--- config.mk ---
export PLATFORM = sky130hd
export DESIGN_NAME = bra_mem
export DESIGN_NICKNAME = d
export VERILOG_FILES = /design/src/rtl/core/bra_pkg.sv /design/src/rtl/core/bra_mem.sv
export SDC_FILE = /design/constraint.sdc
export NUM_CORES = 2
export LEC_CHECK = 0
export BUFFER_PORTS_ARGS = -buffer_cell sky130_fd_sc_hd__buf_2
export CORE_AREA = 2 2 524 526
export DETAILED_ROUTE_END_ITERATION = 8
export DIE_AREA = 0 0 526 528
export PLACE_DENSITY_LB_ADDON = 0.3
export SLEW_MARGIN = 20
export SYNTH_ARGS = -nofsm -noshare
export SYNTH_HDL_FRONTEND = slang
export SYNTH_SLANG_ARGS = --single-unit
--- constraint.sdc ---
create_clock -name i_clk -period 3.3 [get_ports i_clk]
set_clock_uncertainty 0.2 [all_clocks]
set_input_delay 0.165 -clock i_clk [delete_from_list [all_inputs] [get_ports i_clk]]
set_output_delay 0.165 -clock i_clk [all_outputs]
set_load 0.05 [all_outputs]
--- src/rtl/core/bra_pkg.sv ---
`default_nettype none
// ----------------------------------------------------------------------------
// bra_pkg
// Shared types and constants for the bitmap run allocator.
// ----------------------------------------------------------------------------
package bra_pkg;

    localparam int MaxBytes  = 512;
    localparam int AddrW     = (MaxBytes > 1) ? $clog2(MaxBytes) : 1;
    localparam int NByW      = $clog2(MaxBytes + 1);
    localparam int NBitsW    = NByW + 3;
    localparam int MapBytesW = 10;
    localparam int BitIdxW   = 12;
    localparam int RunLenW   = 13;
    localparam int SumW      = ((AddrW + 3) > RunLenW) ? (AddrW + 3) : RunLenW;

    typedef enum logic [1:0] {
        FN_CLEAR = 2'd0,
        FN_TEST  = 2'd1,
        FN_SCAN  = 2'd2,
        FN_SET   = 2'd3
    } t_func;

    typedef struct packed {
        t_func                func;
        logic [BitIdxW-1:0]   bit_index;
        logic [RunLenW-1:0]   run_length;
        logic                 bit_value;
    } t_bra_in;

    typedef struct packed {
        logic                 found;
        logic [BitIdxW-1:0]   start_index;
        logic                 bit_read;
    } t_bra_out;

    typedef enum logic [2:0] {
        ST_INIT,
        ST_IDLE,
        ST_CLEAR,
        ST_RD,
        ST_MOD,
        ST_SCAN,
        ST_DONE
    } t_state;

    typedef struct packed {
        logic clr;
        logic en;
    } t_run_ctl;

    typedef struct packed {
        logic               hit;
        logic [BitIdxW-1:0] start;
    } t_run_res;

endpackage
`default_nettype wire

--- src/rtl/core/bra_mem.sv ---
`default_nettype none
// ----------------------------------------------------------------------------
// bra_mem
// Allocation map storage: one byte per entry, one write and one registered
// read port.
// ----------------------------------------------------------------------------
module bra_mem
    import bra_pkg::*;
(
    input  wire logic             i_clk,
    input  wire logic             i_rd_en,
    input  wire logic [AddrW-1:0] i_rd_addr,
    output logic [7:0]            o_rd_data,
    input  wire logic             i_wr_en,
    input  wire logic [AddrW-1:0] i_wr_addr,
    input  wire logic [7:0]       i_wr_data
);

    logic [7:0] r_mem [MaxBytes];
    logic [7:0] r_rd_data;

    always_ff @(posedge i_clk) begin
        if (i_wr_en) begin
            r_mem[i_wr_addr] <= i_wr_data;
        end
    end

    always_ff @(posedge i_clk) begin
        if (i_rd_en) begin
            r_rd_data <= r_mem[i_rd_addr];
        end
    end

    assign o_rd_data = r_rd_data;

endmodule
`default_nettype wire

# Word level (Yosys, flattened, before mapping)
# Memory sizes are Yosys's and may differ from the RTL's. A register that Yosys moved wholly into a read port is not among the register bits.
# Index checks and enable logic that the tools add are counted.
[word_totals]
ramBits = 4096
ff_bits = 0
out_inout_bits = 8
inputBits = 29
n_memories = 1
elab_cells = 3
[classes]
mux = 2
[memory_table]
columns = ["name", "words", "word_bits", "read_ports", "rd_ports_with_merged_regs", "wr", "line_no", "rtl"]
rows = [
  ["r_mem", 512, 8, 1, 1, 1, "bra_mem.sv:19", "logic [7:0] r_mem [MaxBytes];"],
]
[op_table]
columns = ["op", "count"]
rows = [
  ["two-way mux 1 bit", 2],
]

# Depth between registers and ports, before layout
[depth]
word_depth = 2
depth_mapped = 12
depth_no_buf = 7

# Worst setup path before layout
# Ideal clock, no wire load.
[synth_timing]
path_kind = "input -> register"
from = "in i_rd_addr[0]"
to = "reg r_rd_data[0] (netlist: o_rd_data[0]), read port of r_mem, data pin"
path_stages = 10
arrival_ns = 2.019
setup_time_ns = 0.257
required_ns = 2.843
n_path_buf = 4
slack_ns = 0.824
cell_sequence = "buf_4 -> buf_12 -> buf_12 -> buf_2 -> mux4_2 -> o21ai_0 -> nand3_1 -> nand4_1 -> o21ai_0 -> o2111a_1"
[synth_rtl]
columns = ["item", "line_no", "rtl"]
rows = [
  ["from (decl)", "bra_mem.sv:12", "input wire logic [AddrW-1:0] i_rd_addr,"],
  ["to (decl)", "bra_mem.sv:20", "logic [7:0] r_rd_data;"],
]

==> metrics.yaml <==
grt:
  first_global_vias: 86647
  globalRouteMet3Util: 0.0698
  grt_pass1_wl_mm: 608
  grtUsageMet2: 0.474
  grt-ovfl-total: 0
  antenna_found_initial: 29
  grt_max_degree: 117
  gr-usage-met1: 0.420
  grt-busiest-layer: "met2"
  track_usage: 0.303
yosys:
  ys_ff_latch: 4104
  synth_area_leaders: "edfxtp_1 (77%), mux4_2 (9.2%), mux2i_1 (5.0%)"
  netlist_instances: 8030
  yosysSeqAreaShare: 0.770
  yosysTopAreaCell: "edfxtp_1"
  yosys_warnings: 0
  synth-edff-count: 4104
  synth_area_sq_um: 160000
  synth_fp_nets: 8059
  synth_top_area_share: 0.770
  synth_cell_types: 50
  avgSynthCellArea_sq_um: 19.9
  ys.flop_type: "edfxtp_1"
  async_flop_share: 0
power:
  peakVddDrop_uv: 506
  total_power_uw: 110000
  p_per_area_nw_per_um2: 596
  power.leakage_uw: 0.0606
route:
  wl_per_cell_um: 32.9
  vias: 87369
  drc: 0
  antenna_left: 0
  via_per_inst: 6.78
  drt_iter0_markers: 13086
  drtPass1Iterations: 9
  wirelength_mm: 424
timing:
  slew_viol_final: 0
  max_freq_mhz: 302
  fin_ws_ns: -0.0144
  fin_crit_ns: 3.31
  rsz0062_at_grt: "false"
  tightestPinTransition_ns: 1.11
  setup_violations: 1
  finalHoldViolCount: 0
  slew_headroom: 0.251
  finalCritPeriodShare: 1.00
setup_path:
  rrSetupSlack_ns: 0.03
  start_kind: "primary input"
  cp-startpoint: "i_rd_addr[3]"
  cp-end-kind: "register"
  cp.arrival_ns: 3.89
  crit_fanout: 6
  critical_path_class: "primary input to register"
  cp.required_ns: 3.88
  r2r-start: "r_mem[280][5]"
clocking:
  cts_tree: "built"
  cts.sinks: 4104
  cts-root-buf: "clkbuf_16"
  clock_latency_ns: 0.93
  cts_buffer_depth: 4
  path_clk_slew_ns: 0.06
  cts_setup_buffers: 0
  htree_num_levels: 5
  cts_buffers: 405
flow_run:
  drv_cap: 0
die:
  chipWidth_um: 526
  die_y_um: 528
  dieArea_sq_um: 278000
  io_pins: 37
  start_util: 0.587
  core-area_sq_um: 272000
  num_rows: 192
worst_hold_path:
  hp-class: "primary input to register"
  min_from: "i_wr_addr[6]"
placed_design:
  post-place-ws_ns: -0.514
  portBuffers: 36
  hpwl_mm: 262
  gp_congestion: 0.919
finish:
  drive_above_1_share: 0.245
  synthToLayoutAreaGrowth_pct: 15.5
  nFillCells: 16643
  final_nets: 8986
run_status:
  status: "finished with violations"
  violations: "setup timing"
per-stage QoR:
stage	area, sq um	instances	util	hold WS [ns]	TNS, ns
after global placement	171000	12120	0.628	0.424	-2.62
after floorplan	160000	8030	-	0.0639	0
after detailed placement	171000	12120	0.628	0.420	-2.84
after CTS	185000	12871	0.678	0.00985	0
final	185000	12885	0.679	0.0619	-0.0144
after global routing	185000	12874	0.678	0.0353	0
logic make-up after synthesis:
kind of cell           share of synthesized area
multiplexers                               0.142
flip-flops                                 0.770
AO/OA/AOI/OAI                             0.0431
buffers and inverters                     0.0185
AND/OR/NAND/NOR                           0.0263
worst max-delay path: stages:
cell	delay [ns]
dlygate4sd3_1	0.57
buf_2	0.29
buf_4	0.20
nand2b_1	0.15
or3_1	0.37
buf_4	0.20
a21oi_1	0.07
nor4_1	0.69
buf_4	0.25
nand4_1	0.11
nor4_1	0.52
o2111a_1	0.28
registers in the layout, summed over array words and instances (netlist names):
signal	count
o_rd_data	8
r_mem	4096
Yosys cell counts (all sizes together) (5+ instances only):
library cell and number:
o221ai 372, or2 5, nor4 36, or3 6, o21ai 119, o311ai 6, nor3b 8, a211oi 17
nor3 109, mux2i 797, nor2b 6, mux4 654, nand4 32, o22ai 163, nand2 111, o2111a 8
a22o 5, nand3 36, o41ai 7, buf 248, clkbuf 265, and2 20, nor2 597, a22oi 61
edfxtp 4104, a21oi 194, o31ai 13
cells in the final DEF, fill, tap and decap left out, types with 10 or more instances in the layout:
cell type,count
o221ai_1,371
a211oi_1,17
bufinv_16,61
o22ai_1,163
nand2_1,98
and2_1,20
buf_12,146
diode_2,14
nand2_4,12
nor3_1,109
clkbuf_1,62
mux2i_1,797
a21oi_1,194
clkinv_2,69
a22oi_1,61
clkinv_1,97
buf_4,833
buf_2,24
nand4_1,32
buf_8,10
nor4_1,35
clkbuf_16,409
nor2_1,596
o31ai_1,13
edfxtp_1,4104
mux4_2,654
dlygate4sd3_1,19
o21ai_0,118
nand3_1,32
final timing paths:
kind                    to  depth (start not counted)
max           o_rd_data[5]                         12
min          r_mem[342][6]                          5
max reg2reg   o_rd_data[5]                          9
min reg2reg   o_rd_data[3]                          6
final cells by class:
cell class / count / area, sq um / area share
flip-flops and latches: 4104 / 123000 / 0.667
multi-input cells: 3410 / 34000 / 0.184
clock buffers: 471 / 10500 / 0.0566
repair buffers: 1033 / 9650 / 0.0522
well taps: 3589 / 4490 / 0.0243
clock inverters: 261 / 2960 / 0.0160
diodes: 14 / 35.0 / 0.000190
inverters: 3 / 18.8 / 0.000102
power by group:
part / total, uW / switching (uW) / internal (uW)
clock network: 46900 / 19400 / 27500
registers: 57500 / 47.9 / 57400
logic: 5840 / 3740 / 2100
repair_timing:
action / CTS / global route
hold buffers: 19 / 0
endpoints found under the setup margin: 0 / 1
gates resized for setup: 0 / 1
endpoints found under the hold margin: 3694 / 0
routing by layer:
layer	share of wire	wire (um)	vias up
li1	-	-	35322
met1	0.37	155000	44890
met2	0.47	201000	6108
met3	0.12	49400	1033
met4	0.043	18100	16
met5	0.00028	118	-
Note: power is estimated with default switching activity, not from simulation.
