===== config.mk =====
export PLATFORM = sky130hd
export DESIGN_NAME = bra_run
export DESIGN_NICKNAME = d
export VERILOG_FILES = /design/src/rtl/core/bra_pkg.sv /design/src/rtl/core/bra_run.sv
export SDC_FILE = /design/constraint.sdc
export NUM_CORES = 1
export LEC_CHECK = 0
export BUFFER_PORTS_ARGS = -buffer_cell sky130_fd_sc_hd__buf_4
export CAP_MARGIN = 5
export CORE_ASPECT_RATIO = 2
export CORE_MARGIN = 3
export CORE_UTILIZATION = 34
export CTS_BUF_LIST = sky130_fd_sc_hd__clkbuf_4 sky130_fd_sc_hd__clkbuf_8
export DETAILED_ROUTE_END_ITERATION = 7
export RECOVER_POWER = 50
export SLEW_MARGIN = 20
export SYNTH_ARGS = -nofsm -noshare
export SYNTH_HDL_FRONTEND = slang
export SYNTH_SLANG_ARGS = --single-unit

===== constraint.sdc =====
create_clock -name i_clk -period 55.3 [get_ports i_clk]
set_clock_uncertainty 0.05 [all_clocks]
set_input_delay 5.53 -clock i_clk [delete_from_list [all_inputs] [get_ports i_clk]]
set_output_delay 5.53 -clock i_clk [all_outputs]
set_load 0.01 [all_outputs]

===== src/rtl/core/bra_pkg.sv =====
`default_nettype none
// ----------------------------------------------------------------------------
// bra_pkg
// Shared types and constants for the bitmap run allocator.
// ----------------------------------------------------------------------------
package bra_pkg;

    localparam int MaxBytes  = 512;
    localparam int AddrW     = (MaxBytes > 1) ? $clog2(MaxBytes) : 1;
    localparam int NByW      = $clog2(MaxBytes + 1);
    localparam int NBitsW    = NByW + 3;
    localparam int MapBytesW = 10;
    localparam int BitIdxW   = 12;
    localparam int RunLenW   = 13;
    localparam int SumW      = ((AddrW + 3) > RunLenW) ? (AddrW + 3) : RunLenW;

    typedef enum logic [1:0] {
        FN_CLEAR = 2'd0,
        FN_TEST  = 2'd1,
        FN_SCAN  = 2'd2,
        FN_SET   = 2'd3
    } t_func;

    typedef struct packed {
        t_func                func;
        logic [BitIdxW-1:0]   bit_index;
        logic [RunLenW-1:0]   run_length;
        logic                 bit_value;
    } t_bra_in;

    typedef struct packed {
        logic                 found;
        logic [BitIdxW-1:0]   start_index;
        logic                 bit_read;
    } t_bra_out;

    typedef enum logic [2:0] {
        ST_INIT,
        ST_IDLE,
        ST_CLEAR,
        ST_RD,
        ST_MOD,
        ST_SCAN,
        ST_DONE
    } t_state;

    typedef struct packed {
        logic clr;
        logic en;
    } t_run_ctl;

    typedef struct packed {
        logic               hit;
        logic [BitIdxW-1:0] start;
    } t_run_res;

endpackage
`default_nettype wire


===== src/rtl/core/bra_run.sv =====
`default_nettype none
// ----------------------------------------------------------------------------
// bra_run
// Free-run counter: while enabled, consumes one map byte per cycle, LSB first,
// and flags the first bit at which the run of zero bits reaches the wanted length.
// ----------------------------------------------------------------------------
module bra_run
    import bra_pkg::*;
(
    input  wire logic               i_clk,
    input  wire logic               i_rst_n,
    input  wire t_run_ctl           i_ctl,
    input  wire logic [7:0]         i_data,
    input  wire logic [AddrW-1:0]   i_byte,
    input  wire logic [RunLenW-1:0] i_len,
    output t_run_res                o_res
);

    logic [RunLenW-1:0] r_count;
    logic [RunLenW-1:0] n_count;
    logic               w_hit;
    logic [2:0]         w_pos;
    logic [SumW-1:0]    w_start;

    // a set bit restarts the run, so bytes that are full drop out on their own
    always_comb begin
        n_count = r_count;
        w_hit   = 1'b0;
        w_pos   = '0;
        for (int i = 0; i < 8; i++) begin
            if (!w_hit) begin
                if (i_data[i]) begin
                    n_count = '0;
                end else begin
                    n_count = n_count + 1'b1;
                end
                if (n_count == i_len) begin
                    w_hit = 1'b1;
                    w_pos = 3'(i);
                end
            end
        end
    end

    assign w_start = SumW'({i_byte, w_pos}) + SumW'(1) - SumW'(i_len);

    always_ff @(posedge i_clk) begin
        if (!i_rst_n) begin
            r_count <= '0;
        end else if (i_ctl.clr) begin
            r_count <= '0;
        end else if (i_ctl.en) begin
            r_count <= n_count;
        end
    end

    assign o_res.hit   = w_hit;
    assign o_res.start = w_start[BitIdxW-1:0];

endmodule
`default_nettype wire

Word level (Yosys, flattened, before mapping)
Index checks and enable logic that the tools add are counted. W data, S select, Z words.

Flip-flop bits (word level): 13. Bits in latches: 0. Memory bits (writable): 0. ROM bits: 0. Input bits: 34. Output and inout bits: 13. Word-level logic and storage cells: 72. Memories: 0.

Add/subtract/negate cells: 10. Multiply operators: 0. Divide/modulo/power cells: 0. Order comparisons: 0. Eq/ne operators: 8. Shifts and indexed selects: 0. Muxes and demuxes: 51. Bitwise logic cells: 1. Reduce and logical (&&, ||, !) cells: 1.

Operator list (number): $mux W13 (22); $add A13 B1 Y13 const B (8); $eq A13 B13 Y1 (8); $mux W3 (12); $mux W1 (17); $add A12 B1 Y12 const B (1); $sub A12 B12 Y12 (1); $reduce_or A2 Y1 (1); $not A1 Y1 (1).

Depth between registers and ports, before layout
Gate-level depths: netlist (run 1).

Depth in word-level cells: 34. Gate-level depth with buffers: 72. Depth with buffers taken out: 63.

Worst setup path after synthesis (run 1)
Ideal clock, no wire load.

Kind: in2out. Start point: input i_data[0]. End point: output o_res[11] (netlist bit). Arrival: 19617 ps. Required time: 49720 ps. Setup slack: 30103 ps. Stages: 68. Buffers on the path: 11. Path through: buf_2 -> buf_2 -> nor2_1 -> ha_1 -> nor2b_1 -> nand3_1 -> or2_1 -> buf_2 -> nor4_2 -> mux2i_1 -> xnor2_1 -> and4_1 -> buf_4 -> a21oi_1 -> clkbuf_1 -> nor2_1 -> a21oi_1 -> ha_1 -> [... 32 more ...] -> nor4_1 -> xnor2_1 -> nor2_1 -> xor2_1 -> or4_4 -> a21oi_2 -> ha_1 -> fa_1 -> a21oi_1 -> nor2_1 -> nor2_1 -> o21bai_1 -> a21oi_1 -> o21bai_1 -> a21oi_1 -> o21bai_1 -> a21oi_1 -> xnor2_1.

RTL lines: from (decl) (line bra_run.sv:13) `input wire logic [7:0] i_data,`; to (decl) (line bra_run.sv:16) `output t_run_res o_res`.

==> results of run 1 <==
==> cell type report <==
class,instances,area [µm²],share of cell area [%]
multi-input cells,1355,9280,87.0
inverters,42,158,1.48
well taps,364,455,4.27
clock inverters,1,5.00,0.0469
flip-flops and latches,13,260,2.44
repair buffers,63,462,4.33
clock buffers,3,41.3,0.387
==> where the power goes <==
group	total [mW]	internal [mW]	switching [mW]	leakage [nW]
registers	0.0107	0.00967	0.000989	0.106
clock network	0.00869	0.00498	0.00371	0.0255
logic	0.0479	0.0170	0.0308	3.37
total	0.0672	0.0317	0.0355	3.50
==> cell usage in the layout (no fill, tap or decap), types with 38 or more instances in the layout <==
cell type and n:
a21oi_1 83, a31oi_1 38, buf_4 60, mux2i_1 42
nand2_1 132, nand3_1 58, nand4_1 46, nor2_1 159
nor3_1 53, o21ai_0 68, xnor2_1 79
==> logic make-up after synthesis <==
family,count (synthesis),synth area share [%]
AO/OA/AOI/OAI,490,35.6
XOR/XNOR,104,9.99
adder cells (fa/ha/maj),30,3.74
buffers and inverters,152,6.51
flip-flops,13,2.54
multiplexers,61,6.42
AND/OR/NAND/NOR,670,35.2
==> critical path, delay by kind of cell <==
family	cells	cell delay, ps
compound gates	22	6380
xor+xnor	3	490
fa+ha+maj	7	2410
buf+inv	5	3310
simple gates	22	7670
mux	2	670
==> through the flow <==
step | std cells | power (mW) | instance area [µm²] | hold WS, ps
after CTS | 1841 | 0.0660 | 10700 | 588
after floorplan | 1520 | 0.0412 | 10200 | 495
after global routing | 1841 | 0.0709 | 10700 | 639
after detailed placement | 1837 | 0.0573 | 10700 | 579
final | 1841 | 0.0672 | 10700 | 591
after global placement | 1837 | 0.0571 | 10700 | 565
==> worst paths after layout <==
kind	startpoint	to	slack [ps]	cells past startpoint
worst max register to register	r_count[0]$_SDFFE_PP0P_	r_count[12]$_SDFFE_PP0P_	37450	44
worst min-delay path	r_count[12]$_SDFFE_PP0P_	r_count[12]$_SDFFE_PP0P_	590	2
worst min register to register	r_count[12]$_SDFFE_PP0P_	r_count[12]$_SDFFE_PP0P_	590	2
worst max-delay path	i_data[0]	o_res[11]	23130	61
==> routing by layer <==
metal	wire length [µm]	track usage, %
met1	16500	29.4
met2	24800	52.5
met3	3100	4.08
met4	5770	25.7
met5	0	0
==> Yosys cell counts (14+ instances only) <==
master / number / share of area (%)
nor4_1: 33 / 2.0
and3_1: 21 / 1.3
mux2_2: 16 / 1.8
a31oi_1: 38 / 2.3
o21ai_0: 66 / 3.2
or3_1: 21 / 1.3
ha_1: 29 / 3.5
clkbuf_1: 67 / 2.5
and4_1: 18 / 1.5
o211ai_1: 22 / 1.6
and2_1: 16 / 0.98
nand2_1: 132 / 4.8
buf_2: 29 / 1.4
or4_1: 14 / 1.0
xor2_1: 16 / 1.4
or2_2: 15 / 0.92
o22ai_1: 21 / 1.3
a21oi_1: 83 / 4.1
nand4_1: 46 / 2.8
nor2_1: 159 / 5.8
xnor2_1: 79 / 6.8
mux2i_1: 42 / 4.1
inv_1: 34 / 1.2
o21ai_1: 15 / 0.73
a22oi_1: 14 / 1.0
nand3_1: 58 / 2.8
nor2b_1: 17 / 1.0
a21o_1: 15 / 1.1
nor3_1: 53 / 2.6
==> run metrics, run 1 <==
outcome finished, violations left; failing checks max-capacitance violations, max-slew violations; Layout area overhead 4.18%; DP HPWL 39.3 mm; latest clock arrival within the worst-skew pair 250 ps; post-route setup slack 23130 ps; fin. max-slew vios 39; crit path DAT 26590 ps; period utilization 58.2%; # resized after CTS 0; RSZ-0062 raised after global routing false; H-tree depth 1; fraction of registers with async set/reset 0%; Placeable Area 29600 µm²; clock buffer depth 2; Max FO, Critical Path 38; pwr dens 6.30 nW/µm²; antenna cells 0; CTS tree yes; achievable frequency 31.1 MHz; Hold WC Path Type reg -> reg; Reg clk slew, reported paths 60 ps; Avg Inst Size Synth 6.74 µm²; final net count 1542; slowest stage delay, CP 1210 ps; Rel. slew slack -13.7%; post-route minimum period 32170 ps; CP max-delay cell clkbuf_1; clock tree sinks 13; CTS Root Buffer Type clkbuf_8; Worst-Margin Slew 1700 ps; Util after Layout 36.0%; DRT iter0 DRCs 1373; fillcell total 3176; most frequent CP cell a21oi_1; port buffer count 46; Peak VDD IR 0.00000864 V; largest register by flop count r_count; predominant post-synthesis flop cell dfxtp_1; global-route wire length before repair 75.0 mm; DIE WIDTH 129 µm; Post-Synthesis Cells 1520; Initial Util 34.6%; Max Cap Violations 1; gpl congestion 1.01; CP Launch Type input pin; Cell variety after synth 126; required time of the critical path 49720 ps; crit path kind in -> out; Via density 7.00; initial antenna violation count 0; final setup fails 0; Rows 89; number of I/O pins 47; crit end category output pin; DRC 0; hold_buf cts 0; setup bufs post-CTS 0; largest net degree at the start of global routing 39; share of cells above drive strength 1 11.7%; Post-Syn Nets 1584; Ys Warns 0; Routed Antenna Nets 0; final hold viol count 0; cts bufs inserted 3; GRT Total Usage 29.6%; Cell Area, Synth 10200 µm²; DR WL/cell 27.3 µm; via count 12900; Place WS 27840 ps; drt pass-1 iters 6; leakage 3.50 nW; sum of negative setup slack 0 ps; global route overflow 0; WL final 50.2 mm; vias in the first global route 12500; largest registers r_count x13; Die Area 32400 µm²; EDFF count, synth 0; max reg flops 13; Yosys reg bits 13; post-synthesis sequential area ratio 2.54%; Die Y 251 µm
(Power assumes the default switching activity.)
==> run 2: changes to the inputs <==
clock period = 31.6 ns   (was 55.3 ns; I/O delays follow)
==> run 2 against run 1 <==
The run now ends clean. Routed wire length shrank 1.0%. Global-route usage shrank 0.49 points. Total power grew 75%. Sequential power grew 75%. Cell count is the same. Critical path depth is the same. Critical endpoint unchanged.
==> run metrics, run 2 (synthesis gave the netlist of run 1 again) <==
pwr dens 11.0 nW/µm² (+75%); Worst-Margin Slew 1420 ps (-287 ps); CTS Root Buffer Type clkbuf_8; crit end category output pin; largest net degree at the start of global routing 39 (unchanged); achievable frequency 38.3 MHz; initial antenna violation count 0 (unchanged); Reg clk slew, reported paths 50 ps (about the same); hold slack 562 ps (-28.4 ps); Max Cap Violations 0 (-1); crit path DAT 22930 ps (-3660 ps); clock buffer depth 2 (unchanged); CP max-delay cell clkbuf_1; period utilization 82.7%; port buffer count 46 (unchanged); CP Launch Type input pin; cell family with most CP delay simple AND/OR/NAND/NOR gates; Initial Util 34.6% (unchanged); Die Area 32400 µm² (unchanged); most common cell after layout, fill and taps aside nor2_1; DRC 0 (unchanged); Routed Antenna Nets 0 (unchanged); post-route minimum period 26140 ps; final net count 1542 (unchanged); Hold WC Path Type reg -> reg; gpl congestion 1.03 (+1.9%); antenna cells 0 (unchanged); Worst Path Buf+Inv 5 (unchanged); RSZ-0062 raised after global routing false; largest register by flop count r_count; required time of the critical path 28390 ps (-21330 ps); Pwr Total 118 µW (+75%); DP HPWL 38.8 mm (-1.5%); global-route wire length before repair 74.1 mm (-1.2%); Rows 89 (unchanged); Max FO, Critical Path 38 (unchanged); H-tree depth 1 (unchanged); Die Y 251 µm (unchanged); final hold viol count 0 (unchanged); hold_buf cts 0 (unchanged); commonest non-fill, non-tap cells in the layout 159 x nor2_1, 132 x nand2_1, 83 x a21oi_1; largest registers r_count x13; slowest stage delay, CP 1040 ps (-170 ps); crit path kind in -> out; latest clock arrival within the worst-skew pair 240 ps (about the same); Util after Layout 36.0% (+0.042 points); max reg flops 13 (unchanged); CTS tree yes; Multi-input gate area 9290 µm² (about the same); # resized after CTS 0 (unchanged); leakage 3.51 nW (+0.12%); setup bufs post-CTS 0 (unchanged); sum of negative setup slack 0 ps (unchanged); DIE WIDTH 129 µm (unchanged); clock tree sinks 13 (unchanged); fillcell total 3202 (+0.82%); via count 13000 (+0.98%); cts bufs inserted 3 (unchanged); DR WL/cell 27.0 µm (-1.0%); DRT iter0 DRCs 1244 (-9.4%); fin. max-slew vios 0 (-100%); Peak VDD IR 0.0000201 V (+130%); number of I/O pins 47 (unchanged); Seq. cell area 260 µm² (unchanged); Placeable Area 29600 µm² (unchanged); outcome finished clean; GRT Total Usage 29.1% (-0.49 points); final setup fails 0 (unchanged); drt pass-1 iters 6 (unchanged); Rel. slew slack 5.49% (+19 points); global route overflow 0 (unchanged); share of cells above drive strength 1 11.8% (+0.14 points); Layout area overhead 4.30%; vias in the first global route 12400 (-0.29%); Via density 7.07 (+0.98%); WL final 49.7 mm (-1.0%)
-- run 2: cell count changes in the layout (fill, tap and decap cells not counted), sizes merged --
cell / delta
buf: +1
clkinv: -1
-- run 2: cell type report --
cell class / instances / share of cell area (%)
clock buffer: 4 / 0.457
inverter: 42 / 1.48
multi-input combinational: 1355 / 87.0
sequential: 13 / 2.44
tap: 364 / 4.27
timing repair buffer: 63 / 4.36
-- run 2: report_power, final --
part / internal [mW] / switching [mW]
Combinational: 0.0299 / 0.0538
Sequential: 0.0169 / 0.00175
Clock: 0.00976 / 0.00582
Total: 0.0566 / 0.0614
-- run 2: worst paths after layout --
kind                                          startpoint                        to  slack (ps)  cells past startpoint
worst min-delay path            r_count[12]$_SDFFE_PP0P_  r_count[12]$_SDFFE_PP0P_         560                      2
worst max register to register   r_count[0]$_SDFFE_PP0P_   r_count[6]$_SDFFE_PP0P_       13840                     43
worst min register to register  r_count[12]$_SDFFE_PP0P_  r_count[12]$_SDFFE_PP0P_         560                      2
worst max-delay path                           i_data[0]                 o_res[11]        5460                     61
-- run 2: stage by stage --
stage / area, µm² / cells / setup WS, ps
5_1_grt: 10700 / 1841 / 4220
2_1_floorplan: 10200 / 1520 / 11140
3_3_place_gp: 10700 / 1837 / 9110
6_report: 10700 / 1841 / 5460
3_5_place_dp: 10700 / 1837 / 9020
4_1_cts: 10700 / 1841 / 8990
-- run 2: metal layers --
layer | vias to the layer above | track usage (%) | routed length (µm)
met5 | - | 0 | 0
met4 | 0 | 24.3 | 5350
met3 | 312 | 4.87 | 3250
met2 | 747 | 52.3 | 24900
met1 | 6143 | 28.2 | 16200
li1 | 5820 | - | -
-- run 2: worst min-delay path: cells and delay by family (launching register included) --
kind | cells | cell delay (ps)
flip-flops | 1 | 340
AO/OA/AOI/OAI | 2 | 220
==> run 3: changes to the inputs <==
ABC_AREA = 1   (was default)
clock period = 21.2 ns   (was 31.6 ns; I/O delays follow)
==> run 3 against run 2 <==
Global-route usage is 3.0 points lower. Utilization is 0.14 points higher. Register-to-register slack got worse by 4000 ps. Largest power group unchanged. Highest routed layer unchanged.
==> run metrics, run 3 <==
final hold viol count 0 (unchanged); DR top layer met4; CP max-delay cell nand2_1; largest register by flop count r_count; Peak VDD IR 0.0000254 V (+26%); DRC 0 (unchanged); Layout area overhead 4.29% (about the same); cell family with most CP delay simple AND/OR/NAND/NOR gates; # resized after CTS 0 (unchanged); fin. max-slew vios 0 (unchanged); Area after DPL 8670 µm² (-19%); via count 10800 (-17%); Crit. Startpoint i_data[0]; Post-Synthesis Cells 1663 (+9.4%); sum of negative setup slack 0 ps (unchanged); Max FO, Critical Path 23 (-39%); Rows 80 (-10%); Rel. slew slack 28.3% (+23 points); clock buffer depth 2 (unchanged); hold_sp r_count[6]$_SDFFE_PP0P_; most frequent CP cell nand2_1; Cell Area, Synth 8340 µm² (-19%); DRT iter0 DRCs 850 (-32%); commonest non-fill, non-tap cells in the layout 650 x nand2_1, 240 x nand3_1, 150 x nor2_1; hold_buf cts 0 (unchanged); most common cell after layout, fill and taps aside nand2_1; most common cell in the netlist nand2_1; area leader, netlist nand2_1; vias in the first global route 10500 (-16%); Routed Antenna Nets 0 (unchanged); largest registers r_count x13; drt pass-1 iters 8 (+2); Ys Warns 0 (unchanged); Crit Reg-Reg Startpoint r_count[0]$_SDFFE_PP0P_; post-synthesis sequential area ratio 3.12% (+0.58 points); number of I/O pins 47 (unchanged); Post-Syn Nets 1727 (+9.0%); pwr dens 15.6 nW/µm² (+41%); global-route wire length before repair 54.6 mm (-26%); largest net degree at the start of global routing 30 (-23%); leakage 4.41 nW (+26%); wl on met1 12.1 mm (-26%); Via density 5.57 (-21%); predominant post-synthesis flop cell dfxtp_1; GRT Total Usage 26.1% (-3.0 points); H-tree depth 1 (unchanged); total internal power 68.4 µW (+21%); Initial Util 34.7% (+0.14 points); sw frac 49.6% (-2.4 points); Clk network pwr share 17.0% (+3.8 points); Reg power frac 18.3% (+2.5 points); DP HPWL 28.4 mm (-27%); final setup fails 0 (unchanged); outcome finished clean; period utilization 82.8%; Avg Inst Size Synth 5.01 µm² (-26%); achievable frequency 56.9 MHz; Yosys reg bits 13 (unchanged); synth top area cells nand2_1 29%, nand3_1 14%, nor2_1 6.6%; DR WL/cell 18.0 µm (-33%); WL met3 1.84 mm (-44%); post-route setup slack 3640 ps (-1820 ps); Met2 Routed Length 17.4 mm (-30%); post-synth top area share 29.0% (+22 points); Worst Path Buf+Inv 12 (+7); max reg flops 13 (unchanged); crit end category output pin; latest clock arrival within the worst-skew pair 250 ps (about the same); clock tree sinks 13 (unchanged); Die Y 227 µm (-9.5%); fraction of registers with async set/reset 0% (unchanged); CTS tree yes; Placeable Area 24000 µm² (-19%); cts bufs inserted 3 (unchanged); port buffer count 46 (unchanged); DIE WIDTH 117 µm (-9.3%); Place WS 5490 ps (-3530 ps); Worst-Margin Slew 1070 ps (-346 ps); crit path DAT 15390 ps (-7540 ps); setup bufs post-CTS 0 (unchanged); Util after Layout 36.2% (+0.14 points); post-route minimum period 17560 ps; required time of the critical path 19030 ps (-9360 ps); crit path kind in -> out; Post-synth top cells 645 x nand2_1, 240 x nand3_1, 147 x nor2_1; share of cells above drive strength 1 12.1% (+0.21 points); global route overflow 0 (unchanged); Max Cap Violations 0 (unchanged); Cell variety after synth 48 (-62%); Reg clk slew, reported paths 50 ps (about the same); CP Launch Type input pin; Pwr Total 136 µW (+15%); RSZ-0062 raised after global routing false; gpl congestion 0.998 (-3.3%); initial antenna violation count 0 (unchanged); final net count 1723 (+12%); WL final 35.1 mm (-29%); Die Area 26500 µm² (-18%); Hold WC Path Type reg -> reg; slowest stage delay, CP 710 ps (-330 ps); post-route cell area 8690 µm² (-19%); NetSw 67.3 µW (+9.7%); combinational share of power 64.7% (-6.3 points); antenna cells 0 (unchanged); CTS Root Buffer Type clkbuf_8; EDFF count, synth 0 (unchanged)
==> run 3: changes by cell type after synthesis, sizes merged, moves of 56 or more <==
cell,change
clkbuf,-58
inv,+114
nand2,+564
nand3,+202
nor3,-56
xnor2,-78
==> run 3: logic make-up (layout without fill, tap and decap cells) <==
family | Yosys count | count (layout) | synth area share (%)
buffers and inverters | 221 | 216 | 12.0
xor gates and xnor gates | 29 | 29 | 3.05
AOI/OAI and AO/OA | 110 | 110 | 7.49
DFF | 13 | 13 | 3.12
and+or+nand+nor | 1260 | 1260 | 69.7
adders and majority gates | 30 | 30 | 4.59
==> run 3: power by group through the flow <==
stage	Clock, mW	Combinational, mW	Sequential (mW)
floorplan	0	0.0557	0.0253
global placement	0	0.0860	0.0253
detailed placement	0	0.0864	0.0253
CTS	0.0234	0.0869	0.0248
global route	0.0243	0.0965	0.0248
finish	0.0230	0.0878	0.0248
==> run 3: metal layers <==
layer / vias up / global-route usage [%]
met4: 0 / 22.9
li1: 5396 / -
met2: 435 / 46.4
met5: - / 0
met3: 168 / 2.58
met1: 4842 / 26.3
==> run 3: worst paths after layout <==
check / endpoint / cells past startpoint / slack, ps
max: o_res[11] / 77 / 3640
max reg2reg: r_count[11]$_SDFFE_PP0P_ / 59 / 9850
min: r_count[6]$_SDFFE_PP0P_ / 2 / 440
min reg2reg: r_count[6]$_SDFFE_PP0P_ / 2 / 440
==> run 3: final cells by class <==
class / instances / area [µm²]
Clock buffer: 4 / 48.8
Fill cell: 2817 / 15300
Inverter: 164 / 616
Multi-Input combinational cell: 1429 / 7050
Sequential cell: 13 / 260
Tap cell: 287 / 359
Timing Repair Buffer: 48 / 360
==> run 3: stage by stage <==
step                std cells  hold slack [ps]
CTS                      1945              444
finish                   1945              444
floorplan                1663              407
global route             1945              469
global placement         1941              431
detailed placement       1941              435
==> run 3: tightest hold or removal path, stage by stage (launching register included) <==
cell	delay [ps]
dfxtp_1	320
nand2_1	70
a21oi_1	60
